## config.mk

```make
export PLATFORM = sky130hd
export DESIGN_NAME = mmbd_queue
export DESIGN_NICKNAME = d
export VERILOG_FILES = /design/src/hdl/mmbd_pkg.sv /design/src/hdl/mmbd_queue.sv
export VERILOG_INCLUDE_DIRS = /design/src /design/src/hdl
export SDC_FILE = /design/constraint.sdc
export NUM_CORES = 1
export LEC_CHECK = 0
export ABC_CLOCK_PERIOD_IN_PS = 5100
export BUFFER_PORTS_ARGS = -buffer_cell sky130_fd_sc_hd__buf_2
export CAP_MARGIN = 20
export CELL_PAD_IN_SITES_DETAIL_PLACEMENT = 1
export CELL_PAD_IN_SITES_GLOBAL_PLACEMENT = 1
export CORE_UTILIZATION = 50
export CTS_BUF_LIST = sky130_fd_sc_hd__clkbuf_8
export DETAILED_ROUTE_END_ITERATION = 16
export PLACE_DENSITY_LB_ADDON = 0.3
export SYNTH_ARGS = -nofsm -noshare
export SYNTH_HDL_FRONTEND = slang
export SYNTH_SLANG_ARGS = --single-unit
```

## constraint.sdc

```tcl
create_clock -name clk -period 5.1 [get_ports clk]
set_input_delay 1.02 -clock clk [delete_from_list [all_inputs] [get_ports clk]]
set_output_delay 1.02 -clock clk [all_outputs]
set_load 0.05 [all_outputs]
```

## src/hdl/assert_macros.svh

```systemverilog
// Assertion macros shared by the mipmap downsampler modules.
`ifndef ASSERT_MACROS_SVH
`define ASSERT_MACROS_SVH
`ifndef NO_ASSERTIONS
// Property must hold at every clock edge outside reset.
`define ASSERT_ALWAYS(lbl, clk, rst, prop) \
  lbl: assert property (@(posedge clk) disable iff (rst) (prop)) \
    else $error("assertion failed");
// Expression must never be true outside reset.
`define ASSERT_NEVER(lbl, clk, rst, expr) \
  lbl: assert property (@(posedge clk) disable iff (rst) !(expr)) \
    else $error("assertion failed");
`else
`define ASSERT_ALWAYS(lbl, clk, rst, prop)
`define ASSERT_NEVER(lbl, clk, rst, expr)
`endif
`endif

```

## src/hdl/mmbd_pkg.sv

```systemverilog
// Types, constants and helper functions of the mipmap box downsampler.
`default_nettype none

package mmbd_pkg;

  // Largest supported base size, as a power of two.
  localparam int MAX_SIZE_LOG2 = 8;

  localparam int LOG_W     = 4;
  localparam int GAMMA_W   = 12;
  localparam int CH_W      = 8;
  localparam int TEXEL_W   = 3 * CH_W;
  localparam int PAIR_CH_W = CH_W + 1;
  localparam int PAIR_W    = 3 * PAIR_CH_W;
  localparam int SUM_CH_W  = CH_W + 2;
  localparam int SUM_W     = 3 * SUM_CH_W;
  localparam int PROD_W    = GAMMA_W + SUM_CH_W;
  localparam int COORD_W   = MAX_SIZE_LOG2 - 1;
  localparam int LVL_W     = 4;
  localparam int POS_W     = 2 * MAX_SIZE_LOG2;
  localparam int SUM_LOG_W = $clog2(POS_W + 1);
  localparam int HOLD_IDX_W = $clog2(MAX_SIZE_LOG2);

  // Line buffer of level 1 sits in the front, levels 2 and deeper in the back.
  localparam int LINE_A_DEPTH = 2 ** (MAX_SIZE_LOG2 - 1);
  localparam int LINE_B_DEPTH = 2 ** (MAX_SIZE_LOG2 - 1) - 1;
  localparam int LINE_B_AW    = MAX_SIZE_LOG2 - 1;
  localparam logic [MAX_SIZE_LOG2-1:0] LINE_HALF = MAX_SIZE_LOG2'(1) << (MAX_SIZE_LOG2 - 1);

  // Scaling: (gamma * sum + 2048) >> 12, clamped to one byte.
  localparam int SCALE_SHIFT = 12;
  localparam logic [PROD_W:0] ROUND = (PROD_W + 1)'(2048);
  localparam logic [CH_W-1:0] CH_MAX = 8'hFF;

  // Configuration register map.
  localparam int APB_AW    = 4;
  localparam int REG_IDX_W = 2;
  localparam logic [REG_IDX_W-1:0] REG_WIDTH_LOG2  = 2'd0;
  localparam logic [REG_IDX_W-1:0] REG_HEIGHT_LOG2 = 2'd1;
  localparam logic [REG_IDX_W-1:0] REG_GAMMA_SCALE = 2'd2;
  localparam logic [LOG_W-1:0]   WIDTH_LOG2_RST  = 4'd8;
  localparam logic [LOG_W-1:0]   HEIGHT_LOG2_RST = 4'd8;
  localparam logic [GAMMA_W-1:0] GAMMA_RST       = 12'd1034;

  // What one level does with an incoming texel.
  typedef enum logic [1:0] {
    ACT_STOP,
    ACT_HOLD,
    ACT_STORE,
    ACT_JOIN
  } act_t;

  typedef struct packed {
    logic [LOG_W-1:0]   wl;
    logic [LOG_W-1:0]   hl;
    logic [LOG_W-1:0]   nl;
    logic [GAMMA_W-1:0] gamma;
  } cfg_t;

  // A completed 2x2 block waiting to be scaled: its level, place and sums.
  typedef struct packed {
    logic [LVL_W-1:0]   lv;
    logic [COORD_W-1:0] col;
    logic [COORD_W-1:0] row;
    logic [SUM_W-1:0]   sum;
  } job_t;

  typedef struct packed {
    logic [LVL_W-1:0]   level;
    logic [COORD_W-1:0] col;
    logic [COORD_W-1:0] row;
    logic [TEXEL_W-1:0] color;
    logic               last;
  } result_t;

  typedef struct packed {
    act_t               act;
    logic [COORD_W-1:0] col;
    logic [COORD_W-1:0] row;
    logic [POS_W-1:0]   next_pos;
  } step_t;

  // Position bookkeeping and classification of one level step.
  function automatic step_t lvl_step(input logic [POS_W-1:0] pos,
                                     input logic [LOG_W-1:0] wls,
                                     input logic [LOG_W-1:0] hls,
                                     input logic at_end);
    logic [SUM_LOG_W-1:0] sl;
    logic [POS_W:0] idx;
    logic [POS_W:0] inc;
    logic [POS_W:0] xmask;
    logic [POS_W:0] x;
    logic [POS_W:0] y;
    step_t st;
    sl = SUM_LOG_W'(wls) + SUM_LOG_W'(hls);
    idx = {1'b0, pos};
    // A position past the end of the frame restarts at zero.
    if ((idx >> sl) != '0) begin
      idx = '0;
    end
    inc = idx + 1'b1;
    st.next_pos = ((inc >> sl) != '0) ? '0 : inc[POS_W-1:0];
    xmask = ~({(POS_W + 1){1'b1}} << wls);
    x = idx & xmask;
    y = idx >> wls;
    st.col = x[COORD_W:1];
    st.row = y[COORD_W:1];
    if (at_end) begin
      st.act = ACT_STOP;
    end else if (!x[0]) begin
      st.act = ACT_HOLD;
    end else if (!y[0]) begin
      st.act = ACT_STORE;
    end else begin
      st.act = ACT_JOIN;
    end
    return st;
  endfunction

  // Per-channel sum of two texels.
  function automatic logic [PAIR_W-1:0] pair_sum(input logic [TEXEL_W-1:0] a,
                                                 input logic [TEXEL_W-1:0] b);
    logic [PAIR_CH_W-1:0] r;
    logic [PAIR_CH_W-1:0] g;
    logic [PAIR_CH_W-1:0] bl;
    r  = PAIR_CH_W'(a[3*CH_W-1:2*CH_W]) + PAIR_CH_W'(b[3*CH_W-1:2*CH_W]);
    g  = PAIR_CH_W'(a[2*CH_W-1:CH_W]) + PAIR_CH_W'(b[2*CH_W-1:CH_W]);
    bl = PAIR_CH_W'(a[CH_W-1:0]) + PAIR_CH_W'(b[CH_W-1:0]);
    return {r, g, bl};
  endfunction

  // Per-channel sum of two pair sums: the full 2x2 block.
  function automatic logic [SUM_W-1:0] block_sum(input logic [PAIR_W-1:0] a,
                                                 input logic [PAIR_W-1:0] b);
    logic [SUM_CH_W-1:0] r;
    logic [SUM_CH_W-1:0] g;
    logic [SUM_CH_W-1:0] bl;
    r  = SUM_CH_W'(a[3*PAIR_CH_W-1:2*PAIR_CH_W]) + SUM_CH_W'(b[3*PAIR_CH_W-1:2*PAIR_CH_W]);
    g  = SUM_CH_W'(a[2*PAIR_CH_W-1:PAIR_CH_W]) + SUM_CH_W'(b[2*PAIR_CH_W-1:PAIR_CH_W]);
    bl = SUM_CH_W'(a[PAIR_CH_W-1:0]) + SUM_CH_W'(b[PAIR_CH_W-1:0]);
    return {r, g, bl};
  endfunction

endpackage

`default_nettype wire

```

## src/hdl/mmbd_queue.sv

```systemverilog
// Small FIFO of completed level 1 blocks between front and back.
`default_nettype none

module mmbd_queue #(
  parameter int DEPTH = 8
) (
  input  logic           clk,
  input  logic           rst,
  input  logic           push,
  input  mmbd_pkg::job_t din,
  output logic           full,
  input  logic           pop,
  output mmbd_pkg::job_t dout,
  output logic           valid
);
  import mmbd_pkg::*;

  localparam int PTR_W = $clog2(DEPTH);
  localparam int CNT_W = $clog2(DEPTH + 1);

  job_t             slots [DEPTH];
  logic [PTR_W-1:0] wr_ptr;
  logic [PTR_W-1:0] rd_ptr;
  logic [CNT_W-1:0] count;

  always_comb begin
    full  = (count == CNT_W'(DEPTH));
    valid = (count != '0);
    dout  = slots[rd_ptr];
  end

  // Pointers and fill count.
  always_ff @(posedge clk) begin
    if (rst) begin
      wr_ptr <= '0;
      rd_ptr <= '0;
      count  <= '0;
    end else begin
      if (push) begin
        wr_ptr <= (wr_ptr == PTR_W'(DEPTH - 1)) ? '0 : wr_ptr + 1'b1;
      end
      if (pop) begin
        rd_ptr <= (rd_ptr == PTR_W'(DEPTH - 1)) ? '0 : rd_ptr + 1'b1;
      end
      if (push && !pop) begin
        count <= count + 1'b1;
      end else if (pop && !push) begin
        count <= count - 1'b1;
      end
    end
  end

  // Storage.
  always_ff @(posedge clk) begin
    if (push) begin
      slots[wr_ptr] <= din;
    end
  end

`include "assert_macros.svh"

  `ASSERT_NEVER(a_push_full, clk, rst, push && full)
  `ASSERT_NEVER(a_pop_empty, clk, rst, pop && !valid)
  `ASSERT_ALWAYS(a_count_range, clk, rst, count <= CNT_W'(DEPTH))

endmodule

`default_nettype wire

```

# Word level (Yosys, flattened, before mapping)
# Memory sizes are Yosys's and may differ from the RTL's. A register that Yosys moved wholly into a read port is not among the register bits.
# Index checks and enable logic that the tools add are counted.
# Widths: inputs -> output; s select.
totals:
  out_inout_bits: 50
  mem_bits_rw: 384
  latch_bits: 0
  word_cells: 25
  mem_bits_ro: 0
  n_memories: 1
  regBits: 10
classes:
  mul: 0
  bitwise: 0
  n_reduce_logical: 6
  mux: 8
  order_cmp: 0
  add_sub_neg: 4
  n_eq_ne: 3
  div: 0
  shifts: 0
mem_list:
  columns: ["name", "depth", "word_bits", "read_ports", "rd_ports_with_merged_regs", "wr", "line", "source"]
  rows:
  - ["slots", 8, 48, 1, 1, 1, "mmbd_queue.sv:21", "job_t slots [DEPTH];"]
op_table:
  columns: ["cell", "count"]
  rows:
  - ["$mux 3", 4]
  - ["$mux 4", 2]
  - ["$add 3x1->3 const B", 2]
  - ["$eq 3x3->1 const B", 2]
  - ["$add 4x1->4 const B", 1]
  - ["$eq 4x4->1 const B", 1]
  - ["$reduce_bool 4->1", 1]
  - ["$sub 4x1->4 const B", 1]
  - ["$logic_and 1x1->1", 2]
  - ["$logic_not 1->1", 2]
  - ["$mux 1", 2]
  - ["$reduce_bool 2->1", 1]

# Logic depth before layout (Yosys ltp)
# Gate-level depths: netlist of the first run.
depth:
  ltp_word: 4
  depth_mapped: 8

# Worst setup path after synthesis of the first run
# No wires, ideal clock.
synth_path:
  path_kind: "input port to flip-flop"
  start: "input push"
  end: "memory slots[0][0] (netlist name), enable pin"
  cell_stages: 2
  path_slack_ns: 0.179
  t_arrival_ns: 4.408
  n_path_buf: 0
  path_cell_list: "nand2b_1 > nor3_1"
synth_between:
  elab_chain_len: 2
synth_rtl:
  columns: ["item", "line", "source"]
  rows:
  - ["start: declaration", "mmbd_queue.sv:9", "input logic push,"]
  - ["$mux 1", "mmbd_queue.sv:55", "if (push) begin"]
  - ["$mux 1 (implied by the code)", "mmbd_queue.sv:56", "slots[wr_ptr] <= din;"]
  - ["end: declaration", "mmbd_queue.sv:21", null]
# No other way between the ends.

==> impl_metrics.toml, run 1 <==
[status]
status = "completed"

[run]
max_cap_viol_count = 0

[global_route]
grt_pass1_vias = 7577
grt.met2_usage_pct = 34.3
antenna_found_initial = 3
busiest_layer = "met2"
use_met3_pct = 4.30
grt_overflow = 0
grt_pass1_wl_um = 45400
grt_max_degree = 72
grtUsageTotal_pct = 20.0
grtUsageMet1_pct = 26.1

[drt]
drtPass1Iterations = 4
drc = 0
via_per_inst = 5.65
antenna_left = 0
num_vias = 6882
routedWlPerCell_um = 25.0
drtIter0Drc = 631
drt_wl_total_um = 30400

[pwr]
seqPwrFrac_pct = 54.8
switching_power_uw = 1600
intPower_uw = 5170
p_sw_share_pct = 23.7
combPwrFrac_pct = 9.5
ir_drop_v = 0.000230
powerDensity_nw_per_um2 = 389
p_leak_uw = 0.00577
clkPwrFrac_pct = 35.8

[clock_tree]
cts_tree = "yes"
clock_sinks = 397
ctsLongestPathBuffers = 3
cts_buffers = 61
ctsResizeCount = 0
root_buffer = "clkbuf_8"
htree_levels = 2
clkTransAtPathRegs_ns = 0.06
holdBufCountCts = 0
cts_setup_buffers = 0
clk-insertion-delay-late_ns = 0.59

[yosys]
yosys_warnings = 0
synth_cell_types = 28
seq_area_frac_synth_pct = 77.3
synth_top_family_by_area = "multiplexers"
syn-num-nets = 690
synth.area.top_cells = "edfxtp_1, mux4_2, mux2_4, dfxtp_1, buf_12"
synth_top_area_share_pct = 75.6
yosysMostFrequentCell = "edfxtp_1"
ys_seq_elements = 397
synth_compound_gate_area_share_pct = 0.287
synthCells = 630
synth-edff-count = 384
synthTopCellsByCount = "edfxtp_1, mux4_2, mux2_4"
synth_xor_area_share_pct = 0.115
avgSynthCellArea_um2 = 24.2
muxShareOfSynthArea_pct = 19.1
syn_area_um2 = 15200
ys_async_sr_fraction_pct = 0
synthAdderAreaFrac_pct = 0.706
synthSimpleGateAreaFrac_pct = 1.02
synth_top_flop_cell = "edfxtp_1"
synth_top_area_cell = "edfxtp_1"

[place]
port-buffer-count = 101
place_hpwl_um = 17200
gp_congestion = 0.706
pre_cts_ws_ns = 1.54

[sta]
tns_ns = 0
finalMaxSlewViolations = 0
period_minus_slack_ns = 4.08
finalCritPeriodShare_pct = 79.9
worst_pin_slew_ns = 1.11
fmax_mhz = 245
setup_viol = 0
hold_viol = 0
rsz0062_at_grt = "false"
holdWs_ns = 0.565
setup_ws_ns = 1.02
slew-limit-headroom_pct = 26.0
finClkSkew_ns = 0.0102

[min_path]
hold_class = "flop to flop"
min_path_cells = 2

[worst_setup_path]
cp_slowest_stage_delay_ns = 0.87
worst_ep_required_time_ns = 4.08
crit_arrival_ns = 3.06
cp_top_family = "multiplexers"
slowest_stage = "dfxtp_4"
crit_fanout = 38
worst-path-buf-inv = 2
cp-start-kind = "flop"
cp.depth = 4
critPathKind = "flop to output port"
crit_chain = "buf_4 -> mux4_1 -> mux2_4 -> buf_2"
reg2regPathDepth = 3
critPathCaptureType = "output port"

[cells_and_area]
nets = 841
drive_gt1_share_pct = 41.6
area_growth_pct = 14.3

[floorplan]
die_y_um = 177
initial_core_util_pct = 51.2
ios = 102
die_area_um2 = 31200
die_width_um = 177
std_cell_rows = 63
placeableCoreArea_um2 = 29800
[sequential cells by signal (all words and copies together) (netlist names), named ones only]
register and flops:
slots 384, count 4, wr_ptr 3, rd_ptr 3
[cell usage in the layout (no fill, tap or decap), drive strengths merged]
| cell type | count |
|---|---|
| edfxtp | 384 |
| diode | 2 |
| or4 | 1 |
| a21oi | 6 |
| mux2 | 49 |
| a211oi | 1 |
| inv | 23 |
| clkinv | 19 |
| clkbuf | 65 |
| xor2 | 1 |
| a31oi | 1 |
| mux4 | 96 |
| ha | 7 |
| fa | 1 |
| nand3 | 1 |
| clkinvlp | 2 |
| nand2 | 4 |
| nor3 | 3 |
| nor4b | 1 |
| mux2i | 3 |
| nand2b | 3 |
| bufinv | 2 |
| nor2b | 1 |
| nor2 | 21 |
| buf | 117 |
| xnor2 | 1 |
| dfxtp | 13 |
[cell type report]
class,instances,area (um2)
timing repair buffer,117,701
inverter,3,11.3
tap,390,488
fill,2545,12400
multi-input combinational,201,3280
clock inverter,43,233
antenna,2,5.00
clock buffer,65,895
sequential,397,11800
[stage by stage]
stage                     instance area (um2)  power [uW]  utilization, %  instances
after global placement                  16300        4390            54.7       1108
after floorplan                         15200        4250               -        630
after detailed placement                16300        4420            54.7       1108
after CTS                               17400        6840            58.4       1216
final                                   17400        6770            58.5       1218
after global routing                    17400        6990            58.4       1216
[worst paths after layout]
| kind | from | endpoint | slack (ns) |
|---|---|---|---|
| max | flop | dout[21] | 1.02 |
| min reg2reg | rd_ptr[2] | flop | 0.57 |
| max reg2reg | wr_ptr[1] | slots[2][39] | 2.76 |
| min | rd_ptr[2] | flop | 0.57 |
[power groups by stage]
stage / logic (uW) / registers [uW] / clock network, uW
2_1_floorplan: 509 / 3740 / 0
3_3_place_gp: 626 / 3770 / 0
3_5_place_dp: 647 / 3780 / 0
4_1_cts: 650 / 3710 / 2480
5_1_grt: 678 / 3720 / 2600
6_report: 640 / 3710 / 2420
[cell families (layout without fill, tap and decap cells)]
kind of cell | after synthesis | in the layout
compound gates | 8 | 8
xor+xnor | 2 | 2
mux | 148 | 148
other cells | 0 | 2
simple gates | 35 | 35
fa+ha+maj | 8 | 8
flops | 397 | 397
buf+inv | 32 | 228
[per-layer routing]
layer  routed length (um)  vias to the layer above
li1                     -                     2981
met1                12700                     3661
met2                15700                      188
met3                 1540                       50
met4                  473                        2
met5                    8                        -
[tightest hold or removal path, stage by stage (launching register included)]
cell and delay (ns):
dfxtp_1 0.33, mux2i_1 0.12, nor2_1 0.07
Power figures use the tool's default switching activity.
==> run 2, diff against run 1 <==
--- a/config.mk
+++ b/config.mk
@@ -6,7 +6,7 @@
 export SDC_FILE = /design/constraint.sdc
 export NUM_CORES = 1
 export LEC_CHECK = 0
-export ABC_CLOCK_PERIOD_IN_PS = 5100
+export ABC_CLOCK_PERIOD_IN_PS = 3540
 export BUFFER_PORTS_ARGS = -buffer_cell sky130_fd_sc_hd__buf_2
 export CAP_MARGIN = 20
 export CELL_PAD_IN_SITES_DETAIL_PLACEMENT = 1
==> constraint.sdc (replaced) <==
create_clock -name clk -period 3.54 [get_ports clk]
set_input_delay 0.708 -clock clk [delete_from_list [all_inputs] [get_ports clk]]
set_output_delay 0.708 -clock clk [all_outputs]
set_load 0.05 [all_outputs]
==> impl_metrics.toml, run 2 (same netlist as run 1, synthesis figures left out) <==
[cells_and_area]
layout_common_cells = "edfxtp_1, buf_2, mux4_2, clkbuf_8, mux2_4"
stdcell_area_um2 = 17500
area_growth_pct = 14.6
nets = 851
antenna_cells = 0
largest_reg_flops = 384
final_common_cell = "edfxtp_1"
regMostFlops = "slots"
drive_gt1_share_pct = 42.0
top_regs = "slots x384, count x4"

[sta]
tns_ns = 0
period_minus_slack_ns = 3.33
fmax_mhz = 301
setup_viol = 0
setup_ws_ns = 0.214
finClkSkew_ns = 0.0119
slew-limit-headroom_pct = 63.9
finalMaxSlewViolations = 0
rsz0062_at_grt = "false"
worst_pin_slew_ns = 0.542
hold_viol = 0
finalCritPeriodShare_pct = 94.0

[worst_setup_path]
critPathCaptureType = "output port"
cp_slowest_stage_delay_ns = 0.63
timing.rr.start = "wr_ptr[2]"
ff2ff_setup_slack_ns = 1.54
cp-start-kind = "flop"
reg2regPathDepth = 3
crit_chain = "buf_4 -> mux4_1 -> mux2_4 -> buf_2"
r2r-end = "slots[7][20]"
crit_arrival_ns = 2.62
worst_ep_required_time_ns = 2.83
critPathKind = "flop to output port"
crit_fanout = 20
slowest_stage = "dfxtp_4"

[clock_tree]
cts_tree = "yes"
root_buffer = "clkbuf_8"
clock_sinks = 397
clk-insertion-delay-late_ns = 0.59
holdBufCountCts = 0
ctsResizeCount = 0
cts_buffers = 61
htree_levels = 2
ctsLongestPathBuffers = 3
cts_setup_buffers = 0
clkTransAtPathRegs_ns = 0.07

[place]
pre_cts_ws_ns = 0.767
place_hpwl_um = 18100
port-buffer-count = 101
postPlaceCellArea_um2 = 16400
gp_congestion = 0.700

[global_route]
antenna_found_initial = 2
grt_pass1_wl_um = 46700
grt_max_degree = 49
grt_overflow = 0
grtUsageTotal_pct = 20.6
grt_pass1_vias = 7697

[floorplan]
initial_core_util_pct = 51.2
die_y_um = 177
ios = 102
die_area_um2 = 31200
die_width_um = 177
std_cell_rows = 63
placeableCoreArea_um2 = 29800

[run]
max_cap_viol_count = 0

[drt]
via_per_inst = 5.63
routedWlPerCell_um = 25.4
antenna_left = 0
drtIter0Drc = 509
drt_wl_total_um = 31200
num_vias = 6912
drc = 0
drtPass1Iterations = 4

[min_path]
min-delay-start = "din[32]"
min_path_cells = 1
hold_class = "primary input to flop"
hold_end = "slots[4][32]"

[pwr]
p_leak_uw = 0.00582
powerDensity_nw_per_um2 = 552
ir_drop_v = 0.000248

[status]
status = "completed"
[run 2: cell count changes in the layout (fill, tap and decap cells not counted), moves of 2 or more]
cell,before,now
buf_4,10,19
clkbuf_8,65,63
clkinv_2,5,8
diode_2,2,0
inv_1,23,27
nor3_2,2,0
nor3_4,0,2
[run 2: cell type report]
cell class,count,area [um2]
inverters,3,11.3
multi-input cells,201,3300
fillers,2559,12300
well taps,390,488
repair buffers,127,788
clock buffers,63,867
clock inverters,47,216
flip-flops and latches,397,11800
[run 2: worst max-delay path by stage]
stage / startpoint / to / depth (start not counted)
floorplan: push / slots[2][0] / 2
global route: flop / dout[31] / 4
global placement: flop / dout[21] / 4
CTS: flop / dout[31] / 4
detailed placement: flop / dout[31] / 4
finish: flop / dout[31] / 4
[run 2: metrics by stage]
stage	total power [uW]	std cells	utilization, %	hold WS (ns)
3_5_place_dp	6390	1118	55.0	0.531
2_1_floorplan	6120	630	-	0.490
3_3_place_gp	6340	1118	55.0	0.508
5_1_grt	9950	1228	58.6	0.370
4_1_cts	9740	1228	58.6	0.353
6_report	9650	1228	58.6	0.386
[run 2: report_power, final]
| part | internal, uW | switching, uW | leakage [uW] |
|---|---|---|---|
| Sequential | 5260 | 60.9 | 0.00360 |
| Combinational | 367 | 596 | 0.00158 |
| Clock | 1710 | 1650 | 0.000647 |
| Total | 7340 | 2310 | 0.00582 |
[run 2: metal layers]
| layer | GRT usage, % | vias to the layer above | part of all wire, % |
|---|---|---|---|
| met5 | 0 | - | 0.099 |
| met4 | 5.39 | 4 | 1.3 |
| met3 | 3.97 | 43 | 4.6 |
| met2 | 35.8 | 178 | 52 |
| met1 | 26.8 | 3696 | 42 |
| li1 | - | 2991 | - |
[run 2: worst max-delay path, delay by kind of cell, from the launching register on]
family	cells	cell delay, ns
mux	2	0.87
buf+inv	2	0.52
flops	1	0.63
