--- src/hdl/assert_macros.svh ---
// Assertion macros shared by the mipmap downsampler modules.
`ifndef ASSERT_MACROS_SVH
`define ASSERT_MACROS_SVH
`ifndef NO_ASSERTIONS
// Property must hold at every clock edge outside reset.
`define ASSERT_ALWAYS(lbl, clk, rst, prop) \
  lbl: assert property (@(posedge clk) disable iff (rst) (prop)) \
    else $error("assertion failed");
// Expression must never be true outside reset.
`define ASSERT_NEVER(lbl, clk, rst, expr) \
  lbl: assert property (@(posedge clk) disable iff (rst) !(expr)) \
    else $error("assertion failed");
`else
`define ASSERT_ALWAYS(lbl, clk, rst, prop)
`define ASSERT_NEVER(lbl, clk, rst, expr)
`endif
`endif

--- src/hdl/mmbd_pkg.sv ---
// Types, constants and helper functions of the mipmap box downsampler.
`default_nettype none

package mmbd_pkg;

  // Largest supported base size, as a power of two.
  localparam int MAX_SIZE_LOG2 = 8;

  localparam int LOG_W     = 4;
  localparam int GAMMA_W   = 12;
  localparam int CH_W      = 8;
  localparam int TEXEL_W   = 3 * CH_W;
  localparam int PAIR_CH_W = CH_W + 1;
  localparam int PAIR_W    = 3 * PAIR_CH_W;
  localparam int SUM_CH_W  = CH_W + 2;
  localparam int SUM_W     = 3 * SUM_CH_W;
  localparam int PROD_W    = GAMMA_W + SUM_CH_W;
  localparam int COORD_W   = MAX_SIZE_LOG2 - 1;
  localparam int LVL_W     = 4;
  localparam int POS_W     = 2 * MAX_SIZE_LOG2;
  localparam int SUM_LOG_W = $clog2(POS_W + 1);
  localparam int HOLD_IDX_W = $clog2(MAX_SIZE_LOG2);

  // Line buffer of level 1 sits in the front, levels 2 and deeper in the back.
  localparam int LINE_A_DEPTH = 2 ** (MAX_SIZE_LOG2 - 1);
  localparam int LINE_B_DEPTH = 2 ** (MAX_SIZE_LOG2 - 1) - 1;
  localparam int LINE_B_AW    = MAX_SIZE_LOG2 - 1;
  localparam logic [MAX_SIZE_LOG2-1:0] LINE_HALF = MAX_SIZE_LOG2'(1) << (MAX_SIZE_LOG2 - 1);

  // Scaling: (gamma * sum + 2048) >> 12, clamped to one byte.
  localparam int SCALE_SHIFT = 12;
  localparam logic [PROD_W:0] ROUND = (PROD_W + 1)'(2048);
  localparam logic [CH_W-1:0] CH_MAX = 8'hFF;

  // Configuration register map.
  localparam int APB_AW    = 4;
  localparam int REG_IDX_W = 2;
  localparam logic [REG_IDX_W-1:0] REG_WIDTH_LOG2  = 2'd0;
  localparam logic [REG_IDX_W-1:0] REG_HEIGHT_LOG2 = 2'd1;
  localparam logic [REG_IDX_W-1:0] REG_GAMMA_SCALE = 2'd2;
  localparam logic [LOG_W-1:0]   WIDTH_LOG2_RST  = 4'd8;
  localparam logic [LOG_W-1:0]   HEIGHT_LOG2_RST = 4'd8;
  localparam logic [GAMMA_W-1:0] GAMMA_RST       = 12'd1034;

  // What one level does with an incoming texel.
  typedef enum logic [1:0] {
    ACT_STOP,
    ACT_HOLD,
    ACT_STORE,
    ACT_JOIN
  } act_t;

  typedef struct packed {
    logic [LOG_W-1:0]   wl;
    logic [LOG_W-1:0]   hl;
    logic [LOG_W-1:0]   nl;
    logic [GAMMA_W-1:0] gamma;
  } cfg_t;

  // A completed 2x2 block waiting to be scaled: its level, place and sums.
  typedef struct packed {
    logic [LVL_W-1:0]   lv;
    logic [COORD_W-1:0] col;
    logic [COORD_W-1:0] row;
    logic [SUM_W-1:0]   sum;
  } job_t;

  typedef struct packed {
    logic [LVL_W-1:0]   level;
    logic [COORD_W-1:0] col;
    logic [COORD_W-1:0] row;
    logic [TEXEL_W-1:0] color;
    logic               last;
  } result_t;

  typedef struct packed {
    act_t               act;
    logic [COORD_W-1:0] col;
    logic [COORD_W-1:0] row;
    logic [POS_W-1:0]   next_pos;
  } step_t;

  // Position bookkeeping and classification of one level step.
  function automatic step_t lvl_step(input logic [POS_W-1:0] pos,
                                     input logic [LOG_W-1:0] wls,
                                     input logic [LOG_W-1:0] hls,
                                     input logic at_end);
    logic [SUM_LOG_W-1:0] sl;
    logic [POS_W:0] idx;
    logic [POS_W:0] inc;
    logic [POS_W:0] xmask;
    logic [POS_W:0] x;
    logic [POS_W:0] y;
    step_t st;
    sl = SUM_LOG_W'(wls) + SUM_LOG_W'(hls);
    idx = {1'b0, pos};
    // A position past the end of the frame restarts at zero.
    if ((idx >> sl) != '0) begin
      idx = '0;
    end
    inc = idx + 1'b1;
    st.next_pos = ((inc >> sl) != '0) ? '0 : inc[POS_W-1:0];
    xmask = ~({(POS_W + 1){1'b1}} << wls);
    x = idx & xmask;
    y = idx >> wls;
    st.col = x[COORD_W:1];
    st.row = y[COORD_W:1];
    if (at_end) begin
      st.act = ACT_STOP;
    end else if (!x[0]) begin
      st.act = ACT_HOLD;
    end else if (!y[0]) begin
      st.act = ACT_STORE;
    end else begin
      st.act = ACT_JOIN;
    end
    return st;
  endfunction

  // Per-channel sum of two texels.
  function automatic logic [PAIR_W-1:0] pair_sum(input logic [TEXEL_W-1:0] a,
                                                 input logic [TEXEL_W-1:0] b);
    logic [PAIR_CH_W-1:0] r;
    logic [PAIR_CH_W-1:0] g;
    logic [PAIR_CH_W-1:0] bl;
    r  = PAIR_CH_W'(a[3*CH_W-1:2*CH_W]) + PAIR_CH_W'(b[3*CH_W-1:2*CH_W]);
    g  = PAIR_CH_W'(a[2*CH_W-1:CH_W]) + PAIR_CH_W'(b[2*CH_W-1:CH_W]);
    bl = PAIR_CH_W'(a[CH_W-1:0]) + PAIR_CH_W'(b[CH_W-1:0]);
    return {r, g, bl};
  endfunction

  // Per-channel sum of two pair sums: the full 2x2 block.
  function automatic logic [SUM_W-1:0] block_sum(input logic [PAIR_W-1:0] a,
                                                 input logic [PAIR_W-1:0] b);
    logic [SUM_CH_W-1:0] r;
    logic [SUM_CH_W-1:0] g;
    logic [SUM_CH_W-1:0] bl;
    r  = SUM_CH_W'(a[3*PAIR_CH_W-1:2*PAIR_CH_W]) + SUM_CH_W'(b[3*PAIR_CH_W-1:2*PAIR_CH_W]);
    g  = SUM_CH_W'(a[2*PAIR_CH_W-1:PAIR_CH_W]) + SUM_CH_W'(b[2*PAIR_CH_W-1:PAIR_CH_W]);
    bl = SUM_CH_W'(a[PAIR_CH_W-1:0]) + SUM_CH_W'(b[PAIR_CH_W-1:0]);
    return {r, g, bl};
  endfunction

endpackage

`default_nettype wire

--- src/hdl/mmbd_back.sv ---
// Back end: scales blocks into results and runs the cascade of deeper levels.
`default_nettype none

module mmbd_back (
  input  logic              clk,
  input  logic              rst,
  input  mmbd_pkg::cfg_t    cfg,
  input  logic              q_valid,
  input  mmbd_pkg::job_t    q_job,
  output logic              q_pop,
  output logic              res_valid,
  input  logic              res_ready,
  output mmbd_pkg::result_t res
);
  import mmbd_pkg::*;

  // Level state for levels 1 and deeper.
  logic [POS_W-1:0]   pos [1:MAX_SIZE_LOG2];
  logic [TEXEL_W-1:0] hold [1:MAX_SIZE_LOG2-1];
  logic [PAIR_W-1:0]  line_mem [LINE_B_DEPTH];
  logic [PAIR_W-1:0]  line_rdata;

  // Stage A: select, classify, multiply.
  logic               advance;
  logic               a_from_q;
  logic               a_valid;
  job_t               a_job;
  job_t               cont_job;
  step_t              a_step;
  logic [LOG_W-1:0]   a_wls;
  logic [LOG_W-1:0]   a_hls;
  logic [PROD_W-1:0]  a_prod_r;
  logic [PROD_W-1:0]  a_prod_g;
  logic [PROD_W-1:0]  a_prod_b;

  // Stage B: round, clamp, update level state.
  logic               b_valid;
  act_t               b_act;
  logic [LVL_W-1:0]   b_lv;
  logic [COORD_W-1:0] b_col;
  logic [COORD_W-1:0] b_row;
  logic [COORD_W-1:0] b_ncol;
  logic [COORD_W-1:0] b_nrow;
  logic [PROD_W-1:0]  b_prod_r;
  logic [PROD_W-1:0]  b_prod_g;
  logic [PROD_W-1:0]  b_prod_b;
  logic [TEXEL_W-1:0] b_color;
  logic [TEXEL_W-1:0] b_hold;
  logic [PAIR_W-1:0]  b_pair;
  logic [MAX_SIZE_LOG2-1:0] b_base;
  logic [LINE_B_AW-1:0] b_addr;

  // Stage C: line read returns, block goes back to stage A.
  logic               c_valid;
  logic [LVL_W-1:0]   c_lv;
  logic [COORD_W-1:0] c_col;
  logic [COORD_W-1:0] c_row;
  logic [PAIR_W-1:0]  c_pair;

  function automatic logic [CH_W-1:0] scale_ch(input logic [PROD_W-1:0] p);
    logic [PROD_W:0] t;
    logic [PROD_W-SCALE_SHIFT:0] hi;
    t  = {1'b0, p} + ROUND;
    hi = t[PROD_W:SCALE_SHIFT];
    return (hi > (PROD_W - SCALE_SHIFT + 1)'(CH_MAX)) ? CH_MAX : hi[CH_W-1:0];
  endfunction

  // Continuation has priority; a new level 1 block waits while a join is in flight.
  always_comb begin
    advance      = !b_valid || !res_valid || res_ready;
    cont_job.lv  = c_lv;
    cont_job.col = c_col;
    cont_job.row = c_row;
    cont_job.sum = block_sum(line_rdata, c_pair);
    a_from_q     = !c_valid && !(b_valid && b_act == ACT_JOIN) && q_valid;
    a_valid      = c_valid || a_from_q;
    a_job        = c_valid ? cont_job : q_job;
    q_pop        = a_from_q && advance;
    a_wls        = cfg.wl - a_job.lv;
    a_hls        = cfg.hl - a_job.lv;
    a_step       = lvl_step(pos[a_job.lv], a_wls, a_hls, a_job.lv >= cfg.nl);
    a_prod_r     = PROD_W'(cfg.gamma) * PROD_W'(a_job.sum[3*SUM_CH_W-1:2*SUM_CH_W]);
    a_prod_g     = PROD_W'(cfg.gamma) * PROD_W'(a_job.sum[2*SUM_CH_W-1:SUM_CH_W]);
    a_prod_b     = PROD_W'(cfg.gamma) * PROD_W'(a_job.sum[SUM_CH_W-1:0]);
  end

  // Scaled color, pair with the held texel and the line address of the next level.
  always_comb begin
    b_color = {scale_ch(b_prod_r), scale_ch(b_prod_g), scale_ch(b_prod_b)};
    b_hold  = hold[b_lv[HOLD_IDX_W-1:0]];
    b_pair  = pair_sum(b_hold, b_color);
    b_base  = LINE_HALF - (MAX_SIZE_LOG2'(1) << (LVL_W'(MAX_SIZE_LOG2) - b_lv));
    b_addr  = b_base[LINE_B_AW-1:0] + b_ncol;
  end

  // Valid flags, level positions and held texels.
  always_ff @(posedge clk) begin
    if (rst) begin
      b_valid   <= 1'b0;
      c_valid   <= 1'b0;
      res_valid <= 1'b0;
      for (int i = 1; i <= MAX_SIZE_LOG2; i++) begin
        pos[i] <= '0;
      end
      for (int i = 1; i < MAX_SIZE_LOG2; i++) begin
        hold[i] <= '0;
      end
    end else begin
      if (advance) begin
        b_valid <= a_valid;
        c_valid <= b_valid && (b_act == ACT_JOIN);
        if (a_valid) begin
          pos[a_job.lv] <= a_step.next_pos;
        end
        if (b_valid && b_act == ACT_HOLD) begin
          hold[b_lv[HOLD_IDX_W-1:0]] <= b_color;
        end
      end
      res_valid <= (advance && b_valid) || (res_valid && !res_ready);
    end
  end

  // Stage payloads and the output register.
  always_ff @(posedge clk) begin
    if (advance) begin
      b_act    <= a_step.act;
      b_lv     <= a_job.lv;
      b_col    <= a_job.col;
      b_row    <= a_job.row;
      b_ncol   <= a_step.col;
      b_nrow   <= a_step.row;
      b_prod_r <= a_prod_r;
      b_prod_g <= a_prod_g;
      b_prod_b <= a_prod_b;
      c_lv     <= b_lv + 1'b1;
      c_col    <= b_ncol;
      c_row    <= b_nrow;
      c_pair   <= b_pair;
      if (b_valid) begin
        res.level <= b_lv;
        res.col   <= b_col;
        res.row   <= b_row;
        res.color <= b_color;
        res.last  <= (b_act != ACT_JOIN);
      end
    end
  end

  // Line of pair sums for levels 2 and deeper.
  always_ff @(posedge clk) begin
    if (advance && b_valid && b_act == ACT_STORE) begin
      line_mem[b_addr] <= b_pair;
    end
    if (advance && b_valid && b_act == ACT_JOIN) begin
      line_rdata <= line_mem[b_addr];
    end
  end

`include "assert_macros.svh"

  `ASSERT_ALWAYS(a_cont_alone, clk, rst, c_valid |-> !b_valid)
  `ASSERT_NEVER(a_pop_during_cont, clk, rst, q_pop && c_valid)
  `ASSERT_ALWAYS(a_join_depth, clk, rst, (b_valid && b_act == ACT_JOIN) |-> (b_lv < cfg.nl))

endmodule

`default_nettype wire
--- config.mk ---
export PLATFORM = sky130hd
export DESIGN_NAME = mmbd_back
export DESIGN_NICKNAME = d
export VERILOG_FILES = /design/src/hdl/mmbd_pkg.sv /design/src/hdl/mmbd_back.sv
export VERILOG_INCLUDE_DIRS = /design/src /design/src/hdl
export SDC_FILE = /design/constraint.sdc
export NUM_CORES = 2
export LEC_CHECK = 0
export BUFFER_PORTS_ARGS = -buffer_cell sky130_fd_sc_hd__buf_2
export CORE_MARGIN = 2
export CORE_UTILIZATION = 45
export CTS_CLUSTER_DIAMETER = 30
export DETAILED_ROUTE_END_ITERATION = 7
export PLACE_DENSITY = 0.69
export SLEW_MARGIN = 20
export SYNTH_ARGS = -nofsm -noshare
export SYNTH_HDL_FRONTEND = slang
export SYNTH_SLANG_ARGS = --single-unit
--- constraint.sdc ---
create_clock -name clk -period 18.25 [get_ports clk]
set_input_delay 0 -clock clk [delete_from_list [all_inputs] [get_ports clk]]
set_output_delay 0 -clock clk [all_outputs]
set_load 0.02 [all_outputs]
Yosys cells after proc, flatten, opt, wreduce, memory -nomap -nowiden
Memory sizes are Yosys's and may differ from the RTL's. A register that Yosys moved wholly into a read port is not among the register bits. Index checks and enable logic that the tools add are counted.

Bits of input ports: 76. Logic and storage cells: 112. Register bits after elaboration: 191. Output and inout bits: 45. RAM bits: 3725. Memories kept: 3.

Magnitude comparators: 4. Shift-type cells: 5. Eq/ne operators: 4. Multiplexer cells: 27. $add $sub $neg: 17. Bitwise logic cells: 3. Multipliers: 3. Reduce and logical (&&, ||, !) cells: 24.

Memories: line_mem (depth 127, bits a word 27, read ports 1, clocked after memory_dff 1, write ports 1, line mmbd_back.sv:20) `logic [PAIR_W-1:0] line_mem [LINE_B_DEPTH];`; hold (depth 7, bits a word 24, read ports 1, clocked after memory_dff 1, write ports 7, line mmbd_back.sv:19) `logic [TEXEL_W-1:0] hold [1:MAX_SIZE_LOG2-1];`; pos (depth 8, bits a word 16, read ports 1, clocked after memory_dff 0, write ports 8, line mmbd_back.sv:18) `logic [POS_W-1:0] pos [1:MAX_SIZE_LOG2];`.

Operators by type and width (count): $add 22x12->23 const B (3); $mul 12x10->22 (3); $mux 16 (3); $mux 48 (1); $reduce_bool 17->1 (2); $gt 11x8->1 const B (3); $add 9x9->10 (3); $add 8x8->9 (3); $mux 24 (1); $mux 8 (3); $reduce_or 24->1 (1); $add 16x1->17 const B (1); $shl 17x4->8 const A (1); $shr 16x5->17 (1); $shr 17x5->17 (1); $mux 1 (16); $reduce_or 16->1 (1); $shr 16x4->8 (1); $logic_and 1x1->1 (9); $and 8x8->8 (1); $not 8->8 (1); $sub 4x4->4 (2); $add 7x7->7 (1); $shl 1x4->7 const A (1); other kinds (15) (24).

Depth between registers and ports, before layout
Depth in word-level cells: 12. Mapped depth: 37. Mapped depth without buffers: 32.

Worst setup path before layout
No wires, ideal clock.

Kind: register to register. From: register c_valid. To: memory pos[0][7] in the netlist's numbering (data pin). Period minus slack after synthesis: 8.692 ns. Cell stages (with the launch flop): 37. Buffers on the path: 12. Data arrival time: 8.427 ns. Slack: 9.558 ns. Data required time: 17.986 ns. Setup time: 0.264 ns. Path through: dfxtp_1 -> buf_6 -> mux2i_4 -> inv_2 -> buf_4 -> buf_2 -> buf_2 -> buf_2 -> ha_1 -> fa_1 -> xnor2_1 -> clkbuf_1 -> ha_1 -> a21o_1 -> a31oi_1 -> xnor2_1 -> and2_1 -> o21bai_1 -> a21o_1 -> a41oi_1 -> clkbuf_1 -> clkbuf_1 -> a21oi_1 -> clkbuf_1 -> ha_1 -> clkbuf_1 -> a21bo_2 -> xor2_1 -> nor2_1 -> a2111o_1 -> o31ai_1 -> a41o_1 -> a32oi_1 -> o41a_1 -> buf_2 -> buf_1 -> nor3_1.

RTL lines: start, declared (line mmbd_back.sv:54) `logic c_valid;`; start signal, assigned (line mmbd_back.sv:111) `c_valid <= b_valid && (b_act == ACT_JOIN);`; end, declared (line mmbd_back.sv:18).

==> reports/metrics.csv <==
metric;value;unit
CP dominant cell by count;buf_4;
Overflow after GRT;0;
DR WL/cell;30.9;µm
CP bufs+invs;9;
Critical Path Fanout Max;60;
Post-synth EDFFs;4059;
most frequent cells in the layout;edfxtp_1 (4059), clkbuf_16 (636), a22oi_1 (493);
Tcrit/Tclk final;62.3;%
FP Rows;222;
worst min-delay path category;in -> reg;
CP delay by family, top;compound AO/OA/AOI/OAI gates;
failing checks;design-rule violations;
Pwr Total;41.2;mW
pwr dens;210;mW/mm²
worst-margin pin slew;1.16;ns
CTS resizes;0;
Synthesized Nets;10600;
Worst path slowest cell;fa_1;
maximum clock frequency;0.0880;GHz
DR vias;102000;
Cell Area, Synth;0.166;mm²
post-synthesis register bit count;4065;
syn_area_per_cell;16.5;µm²
RSZ-0062 raised after global routing;false;
CTS tree;yes;
CTS Hold Bufs;43;
Synth cell types;85;
Setup WS pre-CTS;6.91;ns
CP peak stage delay;1.04;ns
area of the multi-input gates;0.0410;mm²
Core Util, Final;53.6;%
GR Util All Layers;25.8;%
clock buffer depth;4;
Max Cap Viol;0;
Root Driver;clkbuf_16;
sequential fraction of the synthesis area;73.6;%
commonest non-fill, non-tap cell in the layout;edfxtp_1;
critical path depth;27;
pin count of the biggest net entering global routing;114;
CP arrival;12.09;ns
P&R area growth vs syn;18.3;%
initial core utilization;45.3;%
Crit Path Class;reg -> reg;
Detailed Route Iter0 Violations;17200;
final worst setup slack;6.89;ns
max-slew violations;0;
CP required;18.98;ns
Post-synth ARST share;0;%
H-Tree Depth;6;
CP Launch Type;flop;
Final Hold Fails;0;
synthesized instance count;10000;
post-route cell area;0.196;mm²
Final Setup Violations;0;
Worst Hold Path Cells;7;
fin nets;11100;
status;complete, but fails checks;
Synth Flop Type;edfxtp_1;
leakage;65.5;nW
setup repair bufs after CTS;0;
worst-case reg-to-reg path depth;27;
TritonCTS Buffers;630;
IO Port Bufs;120;
CORE AREA;0.366;mm²
first-pass GRT wire length;706;mm
layout cell share with drive strength beyond 1;18.6;%
fin crit period;11.36;ns
clk_skew;0.0720;ns
IO Pins;121;
initial antenna violation count;34;
CTS clk-pin slew, worst paths;0.05;ns
Die ar.;0.373;mm²
clock sink total;4065;
vias per cell;6.41;
Synth Warn #;0;
antenna viol nets, final;0;
Die Ht;611;µm
VDD IR max;0.000352;V
number of global-route vias before repair;102000;
R2R setup slack;6.89;ns
dpl cell area;0.174;mm²
kind of end point of the critical path;flop;
RD Place Congestion;0.908;
Die X-Extent;611;µm
drt first pass iters;8;
hpwl dp;275;mm
Remaining DRCs;2;
Fillers;27700;
FF/Latch Area;0.122;mm²
DRT Wirelength;491;mm
latest clock arrival within the worst-skew pair;1.06;ns
Rel. slew slack;21.9;%
setup TNS;0;ns
stage by stage:
step | std cells | hold WS (ns)
finish | 15900 | 0.0920
global route | 15900 | 0.144
global placement | 14700 | 0.311
detailed placement | 14700 | 0.314
CTS | 15900 | 0.0499
floorplan | 10000 | 0.174
power breakdown:
| group | switching, mW | total [mW] | internal, mW |
|---|---|---|---|
| clock network | 4.53 | 12.2 | 7.64 |
| registers | 0.0819 | 14.6 | 14.6 |
| logic | 11.5 | 14.4 | 2.96 |
metal layers:
| layer | vias up | part of all wire, % | global-route usage, % |
|---|---|---|---|
| li1 | 41600 | - | - |
| met1 | 51500 | 36 | 33.6 |
| met2 | 7442 | 46 | 41.1 |
| met3 | 1176 | 13 | 6.02 |
| met4 | 22 | 5.0 | 11.8 |
| met5 | - | 0.030 | 0 |
flip-flops by register name, indices dropped and copies added (netlist names), 2 cells and up, named ones only:
| register | count |
|---|---|
| b_prod_g | 11 |
| res | 43 |
| b_lv | 4 |
| b_row | 7 |
| c_row | 7 |
| hold | 192 |
| b_prod_r | 11 |
| pos | 256 |
| b_act | 2 |
| b_col | 7 |
| c_col | 7 |
| c_lv | 4 |
| c_pair | 27 |
| b_ncol | 7 |
| b_nrow | 7 |
| line_rdata | 27 |
| line_mem | 3429 |
| b_prod_b | 11 |
Yosys cell counts, drive strengths merged, types with 61 or more instances:
cell / instances / share of area [%]
nor2: 379 / 0.86
nand2b: 83 / 0.31
buf: 165 / 0.45
a21oi: 143 / 0.43
mux2: 193 / 1.3
edfxtp: 4059 / 73
mux2i: 73 / 0.47
nand3: 222 / 0.68
xnor2: 84 / 0.44
a22oi: 493 / 2.2
clkbuf: 524 / 1.2
fa: 241 / 2.9
nor3: 250 / 0.75
nor2b: 175 / 0.66
a222oi: 336 / 2.0
a22o: 282 / 1.5
a221oi: 287 / 1.5
inv: 344 / 0.78
o21ai: 111 / 0.33
ha: 247 / 1.9
nor4: 61 / 0.26
mux4: 94 / 1.3
nand4: 341 / 1.3
nand2: 445 / 1.0
final cells by class:
| class | count | area share [%] |
|---|---|---|
| inverter | 345 | 0.666 |
| timing repair buffer | 528 | 2.02 |
| antenna | 6 | 0.00765 |
| tap | 4816 | 3.07 |
| clock buffer | 704 | 8.24 |
| clock inverter | 457 | 2.91 |
| multi-input combinational | 4946 | 20.9 |
| sequential | 4065 | 62.2 |
path summary, 6_finish.rpt:
kind,from,end
setup / recovery,c_valid,pos[10][7]
hold / removal,q_job[19],b_prod_g[21]
hold reg to reg,b_row[5],res[30]
setup reg to reg,c_valid,pos[10][7]
logic make-up (layout without fill, tap and decap cells):
| group | after synthesis | count (layout) | share of synthesized area, % |
|---|---|---|---|
| adders and majority gates | 488 | 488 | 4.77 |
| and+or+nand+nor | 2056 | 2056 | 6.23 |
| AOI/OAI and AO/OA | 1918 | 1918 | 9.31 |
| DFF | 4065 | 4065 | 73.6 |
| buffers and inverters | 1034 | 2034 | 2.42 |
| muxes | 360 | 360 | 3.06 |
| xor gates and xnor gates | 124 | 124 | 0.655 |
| other | 0 | 6 | 0 |
tightest hold or removal path, delay by kind of cell:
| kind | cells | cell delay, ns |
|---|---|---|
| xor+xnor | 2 | 0.24 |
| fa+ha+maj | 1 | 0.22 |
| simple gates | 1 | 0.16 |
| buf+inv | 2 | 0.29 |
| compound gates | 1 | 0.07 |
Power figures use the tool's default switching activity.
